$ cat config.mk
export PLATFORM = sky130hd
export DESIGN_NAME = pid_windup_slew_limited_unit_flat
export DESIGN_NICKNAME = d
export VERILOG_FILES = /design/src/hw/rtl/pwsl_pkg.sv /design/src/hw/rtl/pwsl_if.sv /design/src/hw/rtl/pid_windup_slew_limited_unit.sv /design/src/flat_wrapper.sv
export SDC_FILE = /design/constraint.sdc
export NUM_CORES = 2
export LEC_CHECK = 0
export ABC_AREA = 1
export BUFFER_PORTS_ARGS = -buffer_cell sky130_fd_sc_hd__clkbuf_2
export CAP_MARGIN = 10
export CORE_ASPECT_RATIO = 1.25
export CORE_UTILIZATION = 40
export DETAILED_ROUTE_END_ITERATION = 10
export MAX_ROUTING_LAYER = met4
export PLACE_DENSITY = 0.52
export SYNTH_ARGS = -nofsm -noshare
export SYNTH_HDL_FRONTEND = slang
export SYNTH_SLANG_ARGS = --single-unit
$ cat constraint.sdc
create_clock -name clock -period 9.7 [get_ports clock]
set_input_delay 1.455 -clock clock [delete_from_list [all_inputs] [get_ports clock]]
set_output_delay 1.455 -clock clock [all_outputs]
set_load 0.02 [all_outputs]
$ cat src/hw/rtl/pwsl_pkg.sv
// ----------------------------------------------------------------------------
// pwsl_pkg
// Widths, register map, reset values and types of the PID controller with
// integrator windup guard and output slew limit.
// ----------------------------------------------------------------------------
package pwsl_pkg;

   localparam int SAMPLE_BITS    = 16;
   localparam int GAIN_FRAC_BITS = 8;

   localparam int GAIN_W  = 16;
   localparam int WIN_W   = 17;
   localparam int LIMIT_W = 20;
   localparam int SLEW_W  = 23;
   localparam int DRIVE_W = 24;
   localparam int SUM_W   = LIMIT_W + 1;

   localparam int ERR_W  = SAMPLE_BITS + 1;
   localparam int DERR_W = SAMPLE_BITS + 2;
   localparam int WCMP_W = ((ERR_W > WIN_W) ? ERR_W : WIN_W) + 1;
   localparam int SACC_W = ((SUM_W > ERR_W) ? SUM_W : ERR_W) + 1;

   localparam int P_W   = GAIN_W + ERR_W;
   localparam int I_W   = GAIN_W + SUM_W;
   localparam int D_W   = GAIN_W + DERR_W;
   localparam int ACC_W = ((I_W > D_W) ? I_W : D_W) + 2;
   localparam int U_W   = ACC_W - GAIN_FRAC_BITS;
   localparam int CLP_W = ((U_W > DRIVE_W) ? U_W : DRIVE_W) + 2;

   localparam int DATA_W = 32;
   localparam int NUM_REGS = 8;
   localparam int IDX_W = $clog2(NUM_REGS);
   localparam int ADDR_W = IDX_W + 2;

   localparam logic [IDX_W-1:0] REG_KP        = IDX_W'(0);
   localparam logic [IDX_W-1:0] REG_KI        = IDX_W'(1);
   localparam logic [IDX_W-1:0] REG_KD        = IDX_W'(2);
   localparam logic [IDX_W-1:0] REG_WINDOW    = IDX_W'(3);
   localparam logic [IDX_W-1:0] REG_SUM_LIMIT = IDX_W'(4);
   localparam logic [IDX_W-1:0] REG_SLEW_STEP = IDX_W'(5);
   localparam logic [IDX_W-1:0] REG_OUT_MAX   = IDX_W'(6);
   localparam logic [IDX_W-1:0] REG_OUT_MIN   = IDX_W'(7);

   typedef struct packed {
      logic signed [GAIN_W-1:0]  kp;
      logic signed [GAIN_W-1:0]  ki;
      logic signed [GAIN_W-1:0]  kd;
      logic        [WIN_W-1:0]   integrate_window;
      logic        [LIMIT_W-1:0] sum_limit;
      logic        [SLEW_W-1:0]  slew_step;
      logic signed [DRIVE_W-1:0] out_max;
      logic signed [DRIVE_W-1:0] out_min;
   } cfg_type;

   localparam cfg_type CFG_RESET = '{
      kp:               GAIN_W'(1) << GAIN_FRAC_BITS,
      ki:               '0,
      kd:               '0,
      integrate_window: WIN_W'(1) << (WIN_W - 1),
      sum_limit:        {LIMIT_W{1'b1}},
      slew_step:        {SLEW_W{1'b1}},
      out_max:          {1'b0, {(DRIVE_W-1){1'b1}}},
      out_min:          {1'b1, {(DRIVE_W-1){1'b0}}}
   };

endpackage

$ cat src/hw/rtl/pwsl_if.sv
// ----------------------------------------------------------------------------
// pwsl_if
// Valid/ready channels: sample word in, drive word out.
// ----------------------------------------------------------------------------
interface pwsl_req_if;
   logic                                     valid;
   logic                                     ready;
   logic signed [pwsl_pkg::SAMPLE_BITS-1:0]  target;
   logic signed [pwsl_pkg::SAMPLE_BITS-1:0]  measured;

   modport source (output valid, output target, output measured, input ready);
   modport sink   (input valid, input target, input measured, output ready);
endinterface

interface pwsl_rsp_if;
   logic                                 valid;
   logic                                 ready;
   logic signed [pwsl_pkg::DRIVE_W-1:0]  drive;

   modport source (output valid, output drive, input ready);
   modport sink   (input valid, input drive, output ready);
endinterface

$ cat src/hw/rtl/pid_windup_slew_limited_unit.sv
// ----------------------------------------------------------------------------
// pid_windup_slew_limited_unit
// Fixed-point positional PID with windowed integration, integrator clamp,
// output slew limit and output clamp; APB-style register port.
// ----------------------------------------------------------------------------
// A word accepted into stage 0 moves through stages 1, 2 and 3 to the output register.
// Throughput: one word per cycle while rsp.ready holds; integrator and last-drive
// loops each close in one stage, the three gain multiplies sit in their own stage.
// Stages with no word take a new one even while a result waits downstream.
// Reset: synchronous; clears the pipeline, integrator, last error and last
// drive, and loads the register defaults.
module pid_windup_slew_limited_unit (
   input  logic                                clock,
   input  logic                                reset,
   pwsl_req_if.sink                            req,
   pwsl_rsp_if.source                          rsp,
   input  logic                                psel,
   input  logic                                penable,
   input  logic                                pwrite,
   input  logic [pwsl_pkg::ADDR_W-1:0]         paddr,
   input  logic [pwsl_pkg::DATA_W-1:0]         pwdata,
   output logic [pwsl_pkg::DATA_W-1:0]         prdata,
   output logic                                pready
);

   localparam int SB      = pwsl_pkg::SAMPLE_BITS;
   localparam int ERR_W   = pwsl_pkg::ERR_W;
   localparam int DERR_W  = pwsl_pkg::DERR_W;
   localparam int SUM_W   = pwsl_pkg::SUM_W;
   localparam int WCMP_W  = pwsl_pkg::WCMP_W;
   localparam int SACC_W  = pwsl_pkg::SACC_W;
   localparam int P_W     = pwsl_pkg::P_W;
   localparam int I_W     = pwsl_pkg::I_W;
   localparam int D_W     = pwsl_pkg::D_W;
   localparam int ACC_W   = pwsl_pkg::ACC_W;
   localparam int U_W     = pwsl_pkg::U_W;
   localparam int CLP_W   = pwsl_pkg::CLP_W;
   localparam int DRIVE_W = pwsl_pkg::DRIVE_W;
   localparam int DATA_W  = pwsl_pkg::DATA_W;
   localparam int IDX_W   = pwsl_pkg::IDX_W;
   localparam int ADDR_W  = pwsl_pkg::ADDR_W;

   localparam logic signed [SUM_W-1:0] SUM_MOST_NEG = {1'b1, {(SUM_W-1){1'b0}}};

   // ---------------- register port ----------------
   pwsl_pkg::cfg_type   cfg_ff, cfg_in;
   logic                cfg_wr;
   logic [IDX_W-1:0]    cfg_idx;

   assign pready  = 1'b1;
   assign cfg_wr  = psel && penable && pwrite && pready;
   assign cfg_idx = paddr[ADDR_W-1:2];

   always_comb begin
      cfg_in = cfg_ff;
      if (cfg_wr) begin
         case (cfg_idx)
            pwsl_pkg::REG_KP:        cfg_in.kp = pwdata[pwsl_pkg::GAIN_W-1:0];
            pwsl_pkg::REG_KI:        cfg_in.ki = pwdata[pwsl_pkg::GAIN_W-1:0];
            pwsl_pkg::REG_KD:        cfg_in.kd = pwdata[pwsl_pkg::GAIN_W-1:0];
            pwsl_pkg::REG_WINDOW:    cfg_in.integrate_window = pwdata[pwsl_pkg::WIN_W-1:0];
            pwsl_pkg::REG_SUM_LIMIT: cfg_in.sum_limit = pwdata[pwsl_pkg::LIMIT_W-1:0];
            pwsl_pkg::REG_SLEW_STEP: cfg_in.slew_step = pwdata[pwsl_pkg::SLEW_W-1:0];
            pwsl_pkg::REG_OUT_MAX:   cfg_in.out_max = pwdata[DRIVE_W-1:0];
            pwsl_pkg::REG_OUT_MIN:   cfg_in.out_min = pwdata[DRIVE_W-1:0];
            default: ;
         endcase
      end
   end

   always_comb begin
      case (cfg_idx)
         pwsl_pkg::REG_KP:        prdata = DATA_W'({cfg_ff.kp});
         pwsl_pkg::REG_KI:        prdata = DATA_W'({cfg_ff.ki});
         pwsl_pkg::REG_KD:        prdata = DATA_W'({cfg_ff.kd});
         pwsl_pkg::REG_WINDOW:    prdata = DATA_W'(cfg_ff.integrate_window);
         pwsl_pkg::REG_SUM_LIMIT: prdata = DATA_W'(cfg_ff.sum_limit);
         pwsl_pkg::REG_SLEW_STEP: prdata = DATA_W'(cfg_ff.slew_step);
         pwsl_pkg::REG_OUT_MAX:   prdata = DATA_W'({cfg_ff.out_max});
         pwsl_pkg::REG_OUT_MIN:   prdata = DATA_W'({cfg_ff.out_min});
         default:                 prdata = '0;
      endcase
   end

   // ---------------- pipeline flow ----------------
   logic s0_v_ff, s1_v_ff, s2_v_ff, s3_v_ff, out_v_ff;
   logic free0, free1, free2, free3, free4;

   assign free4 = !out_v_ff || rsp.ready;
   assign free3 = !s3_v_ff || free4;
   assign free2 = !s2_v_ff || free3;
   assign free1 = !s1_v_ff || free2;
   assign free0 = !s0_v_ff || free1;

   assign req.ready = free0;

   // stage 0: input word
   logic signed [SB-1:0] s0_target_ff, s0_measured_ff;

   // stage 1: error, integrator, error delta
   logic signed [ERR_W-1:0]  e_in, s1_e_ff, prev_err_ff;
   logic signed [DERR_W-1:0] de_in, s1_de_ff;
   logic signed [SUM_W-1:0]  sum_in, err_sum_ff, s1_sum_ff;
   logic signed [WCMP_W-1:0] e_w, win_w;
   logic signed [SACC_W-1:0] sum_raw, lim_w;
   logic                     in_window;

   assign win_w = WCMP_W'(cfg_ff.integrate_window);
   assign lim_w = SACC_W'(cfg_ff.sum_limit);

   always_comb begin
      e_in      = ERR_W'(s0_target_ff) - ERR_W'(s0_measured_ff);
      e_w       = WCMP_W'(e_in);
      in_window = (e_w < win_w) && (e_w > -win_w);
      sum_raw   = SACC_W'(err_sum_ff) + (in_window ? SACC_W'(e_in) : SACC_W'(0));
      if (sum_raw > lim_w) begin
         sum_in = SUM_W'(lim_w);
      end else if (sum_raw < -lim_w) begin
         sum_in = SUM_W'(-lim_w);
      end else begin
         sum_in = SUM_W'(sum_raw);
      end
      de_in = DERR_W'(e_in) - DERR_W'(prev_err_ff);
   end

   // stage 2: gain products
   logic signed [P_W-1:0] p_in, s2_p_ff;
   logic signed [I_W-1:0] i_in, s2_i_ff;
   logic signed [D_W-1:0] d_in, s2_d_ff;

   assign p_in = cfg_ff.kp * s1_e_ff;
   assign i_in = cfg_ff.ki * s1_sum_ff;
   assign d_in = cfg_ff.kd * s1_de_ff;

   // stage 3: sum and scale
   logic signed [ACC_W-1:0] acc;
   logic signed [U_W-1:0]   u_in, s3_u_ff;

   assign acc  = ACC_W'(s2_p_ff) + ACC_W'(s2_i_ff) + ACC_W'(s2_d_ff);
   assign u_in = U_W'(acc >>> pwsl_pkg::GAIN_FRAC_BITS);

   // stage 4: slew limit against the last drive, then clamp to out_min..out_max
   logic signed [DRIVE_W-1:0] drive_in, drive_ff;
   logic signed [CLP_W-1:0]   prev_c, u_c, step_c, diff_c, slew_c;

   always_comb begin
      prev_c = CLP_W'(drive_ff);
      u_c    = CLP_W'(s3_u_ff);
      step_c = CLP_W'(cfg_ff.slew_step);
      diff_c = u_c - prev_c;
      if (diff_c > step_c) begin
         slew_c = prev_c + step_c;
      end else if (diff_c < -step_c) begin
         slew_c = prev_c - step_c;
      end else begin
         slew_c = u_c;
      end
      if (slew_c > CLP_W'(cfg_ff.out_max)) begin
         drive_in = cfg_ff.out_max;
      end else if (slew_c < CLP_W'(cfg_ff.out_min)) begin
         drive_in = cfg_ff.out_min;
      end else begin
         drive_in = DRIVE_W'(slew_c);
      end
   end

   assign rsp.valid = out_v_ff;
   assign rsp.drive = drive_ff;

   // ---------------- registers ----------------
   always_ff @(posedge clock) begin
      if (reset) begin
         cfg_ff      <= pwsl_pkg::CFG_RESET;
         s0_v_ff     <= 1'b0;
         s1_v_ff     <= 1'b0;
         s2_v_ff     <= 1'b0;
         s3_v_ff     <= 1'b0;
         out_v_ff    <= 1'b0;
         prev_err_ff <= '0;
         err_sum_ff  <= '0;
         drive_ff    <= '0;
      end else begin
         cfg_ff <= cfg_in;
         if (free0) s0_v_ff <= req.valid;
         if (free1) s1_v_ff <= s0_v_ff;
         if (free2) s2_v_ff <= s1_v_ff;
         if (free3) s3_v_ff <= s2_v_ff;
         if (free4) out_v_ff <= s3_v_ff;
         if (free1 && s0_v_ff) begin
            prev_err_ff <= e_in;
            err_sum_ff  <= sum_in;
         end
         if (free4 && s3_v_ff) begin
            drive_ff <= drive_in;
         end
      end
   end

   always_ff @(posedge clock) begin
      if (free0 && req.valid) begin
         s0_target_ff   <= req.target;
         s0_measured_ff <= req.measured;
      end
      if (free1 && s0_v_ff) begin
         s1_e_ff   <= e_in;
         s1_sum_ff <= sum_in;
         s1_de_ff  <= de_in;
      end
      if (free2 && s1_v_ff) begin
         s2_p_ff <= p_in;
         s2_i_ff <= i_in;
         s2_d_ff <= d_in;
      end
      if (free3 && s2_v_ff) begin
         s3_u_ff <= u_in;
      end
   end

   // ---------------- assertions ----------------
   a_accept_fills_s0 : assert property (@(posedge clock) disable iff (reset)
      (req.valid && req.ready) |=> s0_v_ff)
      else $error("accepted word did not reach input stage");

   a_s3_holds : assert property (@(posedge clock) disable iff (reset)
      (s3_v_ff && !free4) |=> (s3_v_ff && $stable(s3_u_ff)))
      else $error("stalled stage 3 word lost or changed");

   a_sum_clamped : assert property (@(posedge clock) disable iff (reset)
      err_sum_ff != SUM_MOST_NEG)
      else $error("integrator escaped its clamp");

endmodule
$ cat src/flat_wrapper.sv
// flat-port wrapper written by rule: the top's interface ports become plain ports
module pid_windup_slew_limited_unit_flat 
  (clock, reset, psel, penable, pwrite, paddr, pwdata, prdata, pready, req_valid, req_target, req_measured, req_ready, rsp_valid, rsp_drive, rsp_ready);
  pwsl_req_if req_i ();
  pwsl_rsp_if rsp_i ();
  input  logic clock;
  input  logic reset;
  input  logic psel;
  input  logic penable;
  input  logic pwrite;
  input  logic [pwsl_pkg::ADDR_W-1:0] paddr;
  input  logic [pwsl_pkg::DATA_W-1:0] pwdata;
  output logic [pwsl_pkg::DATA_W-1:0] prdata;
  output logic pready;
  input wire logic [$bits(req_i.valid)-1:0] req_valid;
  input wire logic [$bits(req_i.target)-1:0] req_target;
  input wire logic [$bits(req_i.measured)-1:0] req_measured;
  output wire logic [$bits(req_i.ready)-1:0] req_ready;
  output wire logic [$bits(rsp_i.valid)-1:0] rsp_valid;
  output wire logic [$bits(rsp_i.drive)-1:0] rsp_drive;
  input wire logic [$bits(rsp_i.ready)-1:0] rsp_ready;
  assign req_i.valid = req_valid;
  assign req_i.target = req_target;
  assign req_i.measured = req_measured;
  assign req_ready = req_i.ready;
  assign rsp_valid = rsp_i.valid;
  assign rsp_drive = rsp_i.drive;
  assign rsp_i.ready = rsp_ready;
  pid_windup_slew_limited_unit u_core (.clock(clock), .reset(reset), .req(req_i), .rsp(rsp_i), .psel(psel), .penable(penable), .pwrite(pwrite), .paddr(paddr), .pwdata(pwdata), .prdata(prdata), .pready(pready));
endmodule
; ---- After elaboration in Yosys (flattened, before gate mapping)
; Index checks and enable logic that the tools add are counted.
[totals]
reg_bits = 446
out_inout_bits = 59
elab_cells = 89
[classes]
magnitude_cmp = 8
reduce_logical = 27
n_mul = 3
n_addsub = 11
n_eq_ne = 7
mux = 8
[op_table]
columns = operator, count
row1 = case mux 32 bit (8 select lines), 1
row2 = greater-than comparator 33 x 24 -> 1 bit, 2
row3 = two-way mux 33 bit, 2
row4 = two-way mux 24 bit, 2
row5 = two-way mux 21 bit, 2
row6 = adder 38 x 34 -> 39 bit, 1
row7 = adder 33 x 37 -> 38 bit, 1
row8 = multiplier 16 x 21 -> 37 bit, 1
row9 = multiplier 16 x 18 -> 34 bit, 1
row10 = less-than comparator 33 x 24 -> 1 bit, 1
row11 = less-than comparator 33 bit, 1
row12 = multiplier 16 x 17 -> 33 bit, 1
row13 = negation 23 -> 33 bit, 1
row14 = subtractor 31 x 24 -> 32 bit, 1
row15 = adder 24 x 24 -> 25 bit, 1
row16 = subtractor 24 x 24 -> 25 bit, 1
row17 = adder 21 x 22 -> 22 bit, 1
row18 = greater-than comparator 22 x 21 -> 1 bit, 1
row19 = less-than comparator 22 bit, 1
row20 = two-way mux 22 bit, 1
row21 = negation 20 -> 22 bit, 1
row22 = greater-than comparator 17 x 18 -> 1 bit, 1
row23 = less-than comparator 17 x 18 -> 1 bit, 1
row24 = negation 17 -> 18 bit, 1
row25 = other kinds (10), 36

; ---- Depth between registers and ports, before layout
[logic_depth]
depth_word = 8
ltp_mapped = 58
depth_no_buf = 55

; ---- Worst setup path after synthesis
; No wires, ideal clock.
[synth_path]
kind = register -> register
start = register u_core.s0_target_ff[0]
end = register u_core.s1_sum_ff[4] (data pin)
period_less_slack_ps = 7077
setup_time_ps = 254
setup_slack_ps = 2623
arrival_ps = 6823
path_stages_with_launch = 54
n_path_buf = 3
path_cell_list = edfxtp_1 inv_1 ha_1 inv_1 fa_1 a21oi_1 o21ai_0 nand2_1 o211ai_1 nand2_1 nand2_1 a21oi_1 inv_1 a21oi_1 o21ai_0 a21oi_1 o21bai_1 xor2_1 [18 not listed] a21boi_1 o21ai_0 xor2_1 ha_1 nand2_1 o21ai_0 a21oi_1 o21ai_0 nand2_1 nand3_1 nand2_2 inv_2 buf_6 buf_8 nand2_1 o21ai_0 nand2_1 nand2_1
[synth_between]
elab_chain_cells = 8
word_cells_on_any_way = 10
[synth_rtl]
columns = element, line
row1 = start: declaration, pid_windup_slew_limited_unit.sv:98  ; logic signed [SB-1:0] s0_target_ff, s0_measured_ff;
row2 = start signal: assignment, pid_windup_slew_limited_unit.sv:201  ; s0_target_ff <= req.target;
row3 = subtractor 16 x 16 -> 17 bit *, pid_windup_slew_limited_unit.sv:112  ; e_in = ERR_W'(s0_target_ff) - ERR_W'(s0_measured_ff);
row4 = net u_core.e_in[14], pid_windup_slew_limited_unit.sv:101  ; logic signed [ERR_W-1:0] e_in, s1_e_ff, prev_err_ff;
row5 = less-than comparator 17 x 18 -> 1 bit / greater-than comparator 17 x 18 -> 1 bit (equally long branches), pid_windup_slew_limited_unit.sv:114  ; in_window = (e_w < win_w) && (e_w > -win_w);
row6 = logical AND 1 bit, pid_windup_slew_limited_unit.sv:114
row7 = two-way mux 22 bit *, pid_windup_slew_limited_unit.sv:115  ; sum_raw = SACC_W'(err_sum_ff) + (in_window ? SACC_W'(e_in) : SACC_W'(0));
row8 = adder 21 x 22 -> 22 bit *, pid_windup_slew_limited_unit.sv:115
row9 = less-than comparator 22 bit, pid_windup_slew_limited_unit.sv:118  ; end else if (sum_raw < -lim_w) begin
row10 = two-way mux 21 bit, pid_windup_slew_limited_unit.sv:118
row11 = two-way mux 21 bit *, pid_windup_slew_limited_unit.sv:116  ; if (sum_raw > lim_w) begin
row12 = net u_core.sum_in[4], pid_windup_slew_limited_unit.sv:103  ; logic signed [SUM_W-1:0] sum_in, err_sum_ff, s1_sum_ff;
row13 = end signal: assignment, pid_windup_slew_limited_unit.sv:206  ; s1_sum_ff <= sum_in;
row14 = end: declaration, pid_windup_slew_limited_unit.sv:103
; The timed path passes the listed nets; every way through them passes the cells marked *.
; A chain may end at the register's enable or synchronous reset.

; ---- Worst setup path in the final report
[layout_path]
start = register u_core.s0_target_ff[0]
end = register u_core.err_sum_ff[11]
[layout_between]
elab_chain_cells = 8
word_cells_on_any_way = 10
[layout_rtl]
columns = element, line
row1 = subtractor 16 x 16 -> 17 bit *, pid_windup_slew_limited_unit.sv:112
row2 = net u_core.e_in[14], pid_windup_slew_limited_unit.sv:101
row3 = less-than comparator 17 x 18 -> 1 bit / greater-than comparator 17 x 18 -> 1 bit (equally long branches), pid_windup_slew_limited_unit.sv:114
row4 = logical AND 1 bit, pid_windup_slew_limited_unit.sv:114
row5 = two-way mux 22 bit *, pid_windup_slew_limited_unit.sv:115
row6 = adder 21 x 22 -> 22 bit *, pid_windup_slew_limited_unit.sv:115
row7 = less-than comparator 22 bit, pid_windup_slew_limited_unit.sv:118
row8 = two-way mux 21 bit, pid_windup_slew_limited_unit.sv:118
row9 = two-way mux 21 bit *, pid_windup_slew_limited_unit.sv:116
row10 = end signal: assignment, pid_windup_slew_limited_unit.sv:191  ; err_sum_ff <= sum_in;
row11 = end: declaration, pid_windup_slew_limited_unit.sv:103
; Marked as above.

==> summary.txt <==
Outcome
  • Status: completed

Synth
  • Cell Area, Synth: 0.0656 mm^2
  • Compound-Gate Fraction of Synth Area: 9.87%
  • Mux contribution to synthesized area: 0.0152%
  • Seq/Total Area, Yosys: 17.0%
  • Yosys warning count: 0
  • Synth Flop Type: edfxtp_1
  • Xor-xnor portion of the synthesized cell area: 3.81%
  • Syn_area_per_cell: 8.03 um^2
  • Post-synth cell types: 72
  • Post-synthesis register bit count: 446
  • Post-Synth Adder-Cell Area: 40.3%
  • Number of synthesized flops with an enable pin: 223
  • Post-synthesis cell count: 8,172
  • Top cells by area, synth: fa_1, ha_1, inv_1
  • Synth top area share: 28.7%
  • Synth Area in Simple Gates: 16.4%
  • Largest family of logic cells by synthesized area: adder cells
  • Share of flip-flops with an asynchronous set or reset: 0%
  • Yosys top cell by area: fa_1

Clock tree
  • Postcts setup bufs: 0
  • Clock-pin slew on the worst setup and hold paths: 0.06 ns
  • Worst-Skew Late Latency: 0.68 ns
  • Clock tree from TritonCTS: built
  • Sink Count: 446
  • Clock Tree Root: clkbuf_16
  • Clock Path Buffers: 3
  • Clock H-tree levels: 2
  • Num CTS Buffers: 53
  • Post-CTS Hold Fix Bufs: 0

Route
  • DR WL met3: 11,500 um
  • Top layer in use: met4
  • Initial DRC Count: 3,733
  • Via/cell ratio: 5.17
  • Met2 WL: 106,000 um
  • DRC viols: 0
  • Wire per inst: 21.0 um
  • 1st-pass router iterations: 6
  • Routed Antenna Nets: 0
  • Final WL: 218,000 um
  • M1 WL: 86,700 um
  • Total number of vias: 53,700

Worst setup path
  • CP Capture Point: u_core.err_sum_ff[11]
  • CP Class: flip-flop to flip-flop
  • CP startpoint: u_core.s0_target_ff[0]
  • Worst Path Max Fanout: 39
  • Reg2Reg Depth: 52
  • Crit path top cell by count: nand2_1
  • Reg2reg start: u_core.s0_target_ff[0]
  • CP Launch Type: flip-flop
  • Critical register-to-register path endpoint: u_core.err_sum_ff[11]
  • R2R setup slack: 0.88 ns
  • Critical Path AT: 9.39 ns
  • Crit-path max cell delay: 0.42 ns
  • Worst endpoint required time: 10.27 ns
  • Worst setup EP type: flip-flop
  • Slowest cell on crit path: fa_1

Timing
  • Unrepaired setup endpoints after global routing: no
  • Final Hold Slack: 0.471 ns
  • Final min period: 8.82 ns
  • Sum Neg Setup Slack: 0 ns
  • Setup violators final: 0
  • Worst-Margin Slew: 1.21 ns
  • Setup skew after layout: 0.0433 ns
  • Hold Fails Final Rpt: 0
  • Final WS setup: 0.881 ns
  • Fin. max-slew vios: 0
  • Fin crit share: 90.9%
  • F_max: 113 MHz
  • Slew headroom: 19.3%

Power
  • P_leak: 35.6 nW
  • VDD IR max: 0.150 mV
  • Switch Pwr: 0.00323 W
  • Reg power frac: 31.3%
  • Cell internal pwr: 0.00432 W
  • Comb pwr share: 41.2%
  • Clock power share: 27.5%
  • Switching Share: 42.8%
  • PwrDens: 107 mW/mm^2

Global routing
  • Pin count of the biggest net entering global routing: 101
  • GRT Total Usage: 27.5%
  • Overflow left after global routing: 0
  • First-pass GRT wire length: 332,000 um
  • Vias in the first global route: 55,100
  • Initial antenna violation count: 10

Layout
  • Register area: 0.0112 mm^2
  • Layout cell share with drive strength beyond 1: 5.77%
  • Post-synthesis to final-layout area growth: 7.15%
  • Multi-input logic area: 0.0463 mm^2
  • Fillers: 16,700
  • Final core utilization: 43.3%
  • Nets: 9,792

Floorplan
  • Die W: 364 um
  • Starting density of the core: 40.5%
  • Core Box Area: 0.162 mm^2
  • Row Count: 165
  • DIE HEIGHT: 455 um
  • I/O pin count: 135
  • DIE AREA: 0.166 mm^2

Min path
  • Hold path start: u_core.s2_v_ff
  • HP Class: flip-flop to flip-flop

Place
  • RePlAce Congestion: 0.999
  • Post-detail-place hpwl: 177,000 um
  • IO buf count: 115
  • Worst slack, placed: 0.850 ns

Run
  • MaxCap Viol Count: 0
-- layout make-up --
cell class / count / area share (%)
inverters: 1858 / 9.93
well taps: 2171 / 3.86
diodes: 8 / 0.0285
clock buffers: 75 / 2.19
flip-flops and latches: 446 / 15.9
repair buffers: 218 / 1.92
multi-input cells: 5588 / 65.9
clock inverters: 24 / 0.356
-- worst min-delay path by stage --
| stage | end | slack (ns) | cells past startpoint |
|---|---|---|---|
| final | u_core.s3_v_ff | 0.47 | 2 |
| after global routing | u_core.s2_v_ff | 0.50 | 2 |
| after CTS | u_core.s3_v_ff | 0.47 | 2 |
| after detailed placement | u_core.s2_v_ff | 0.46 | 2 |
| after global placement | u_core.s2_v_ff | 0.46 | 2 |
| after floorplan | u_core.s2_v_ff | 0.45 | 2 |
-- power by group through the flow --
stage	registers, W	logic (W)	clock network (W)
after CTS	0.00236	0.00310	0.00213
after floorplan	0.00227	0.00210	0
final	0.00236	0.00311	0.00208
after global placement	0.00240	0.00306	0
after detailed placement	0.00240	0.00308	0
after global routing	0.00237	0.00346	0.00219
-- metal layers --
metal,up-vias,track usage (%)
li1,25200,-
met1,26500,32.0
met2,1514,46.5
met3,446,3.10
met4,0,14.5
met5,-,-
-- placed cells by master (no fill, tap or decap), drive strengths merged, types with 210 or more instances in the layout --
cell and count:
inv 1859, nand2 1689, fa 940, ha 611
a21oi 548, nor2 415, o21ai 402, nand3 260
dfxtp 223, edfxtp 223, xor2 210
-- logic make-up after synthesis --
| group | count (synthesis) |
|---|---|
| xor gates and xnor gates | 283 |
| adders and majority gates | 1551 |
| DFF | 446 |
| and+or+nand+nor | 2572 |
| AOI/OAI and AO/OA | 1172 |
| muxes | 1 |
| other | 2 |
| buffers and inverters | 2145 |
-- critical path, delay by kind of cell (launching register included) --
kind / cells / cell delay, ns
simple gates: 20 / 2.11
flops: 1 / 0.37
xor+xnor: 2 / 0.53
buf+inv: 8 / 1.12
fa+ha+maj: 6 / 1.87
compound gates: 16 / 2.71
-- state kept, by name, summed over array words and instances (netlist names), 16 cells and up --
name and cells:
u_core.s1_de_ff 18, u_core.cfg_ff 156, u_core.rsp.drive 24, u_core.s3_u_ff 31
u_core.s1_sum_ff 21, u_core.s1_e_ff 17, u_core.s2_d_ff 34, u_core.err_sum_ff 21
u_core.s2_i_ff 37, u_core.s2_p_ff 33, u_core.s0_measured_ff 16, u_core.s0_target_ff 16
u_core.prev_err_ff 17
-- what timing repair did --
item                                    4_1_cts  5_1_grt
endpoints found under the hold margin         0        0
resized for setup                             0        2
endpoints found under the setup margin        0        3
-- synthesized netlist by cell type, types with 12 or more instances --
cell and count:
nand3_2 18, inv_2 13, o211ai_1 20, xnor2_1 73, nor2_1 393, nand2_1 1674
nand2_2 12, nor4_1 20, a21oi_1 545, ha_1 611, nand4_1 57, o22ai_1 18
dfxtp_1 223, o21a_1 22, fa_1 940, nand3_1 241, buf_4 13, inv_1 1839
edfxtp_1 223, xor2_1 207, a221oi_1 34, or2_2 57, nor2_2 20, a31oi_1 21
buf_2 12, nor3_1 39, o21bai_1 25, o21ai_0 371, o21ai_1 29, clkbuf_1 240
o221ai_1 14, a211oi_1 13
-- through the flow --
stage	total power (W)	cells	instance area, um^2
after floorplan	0.00437	8179	65700
after CTS	0.00759	10400	70300
final	0.00755	10400	70300
after global routing	0.00802	10400	70300
after global placement	0.00546	10300	68500
after detailed placement	0.00548	10300	68500
Note: power is estimated with default switching activity, not from simulation.
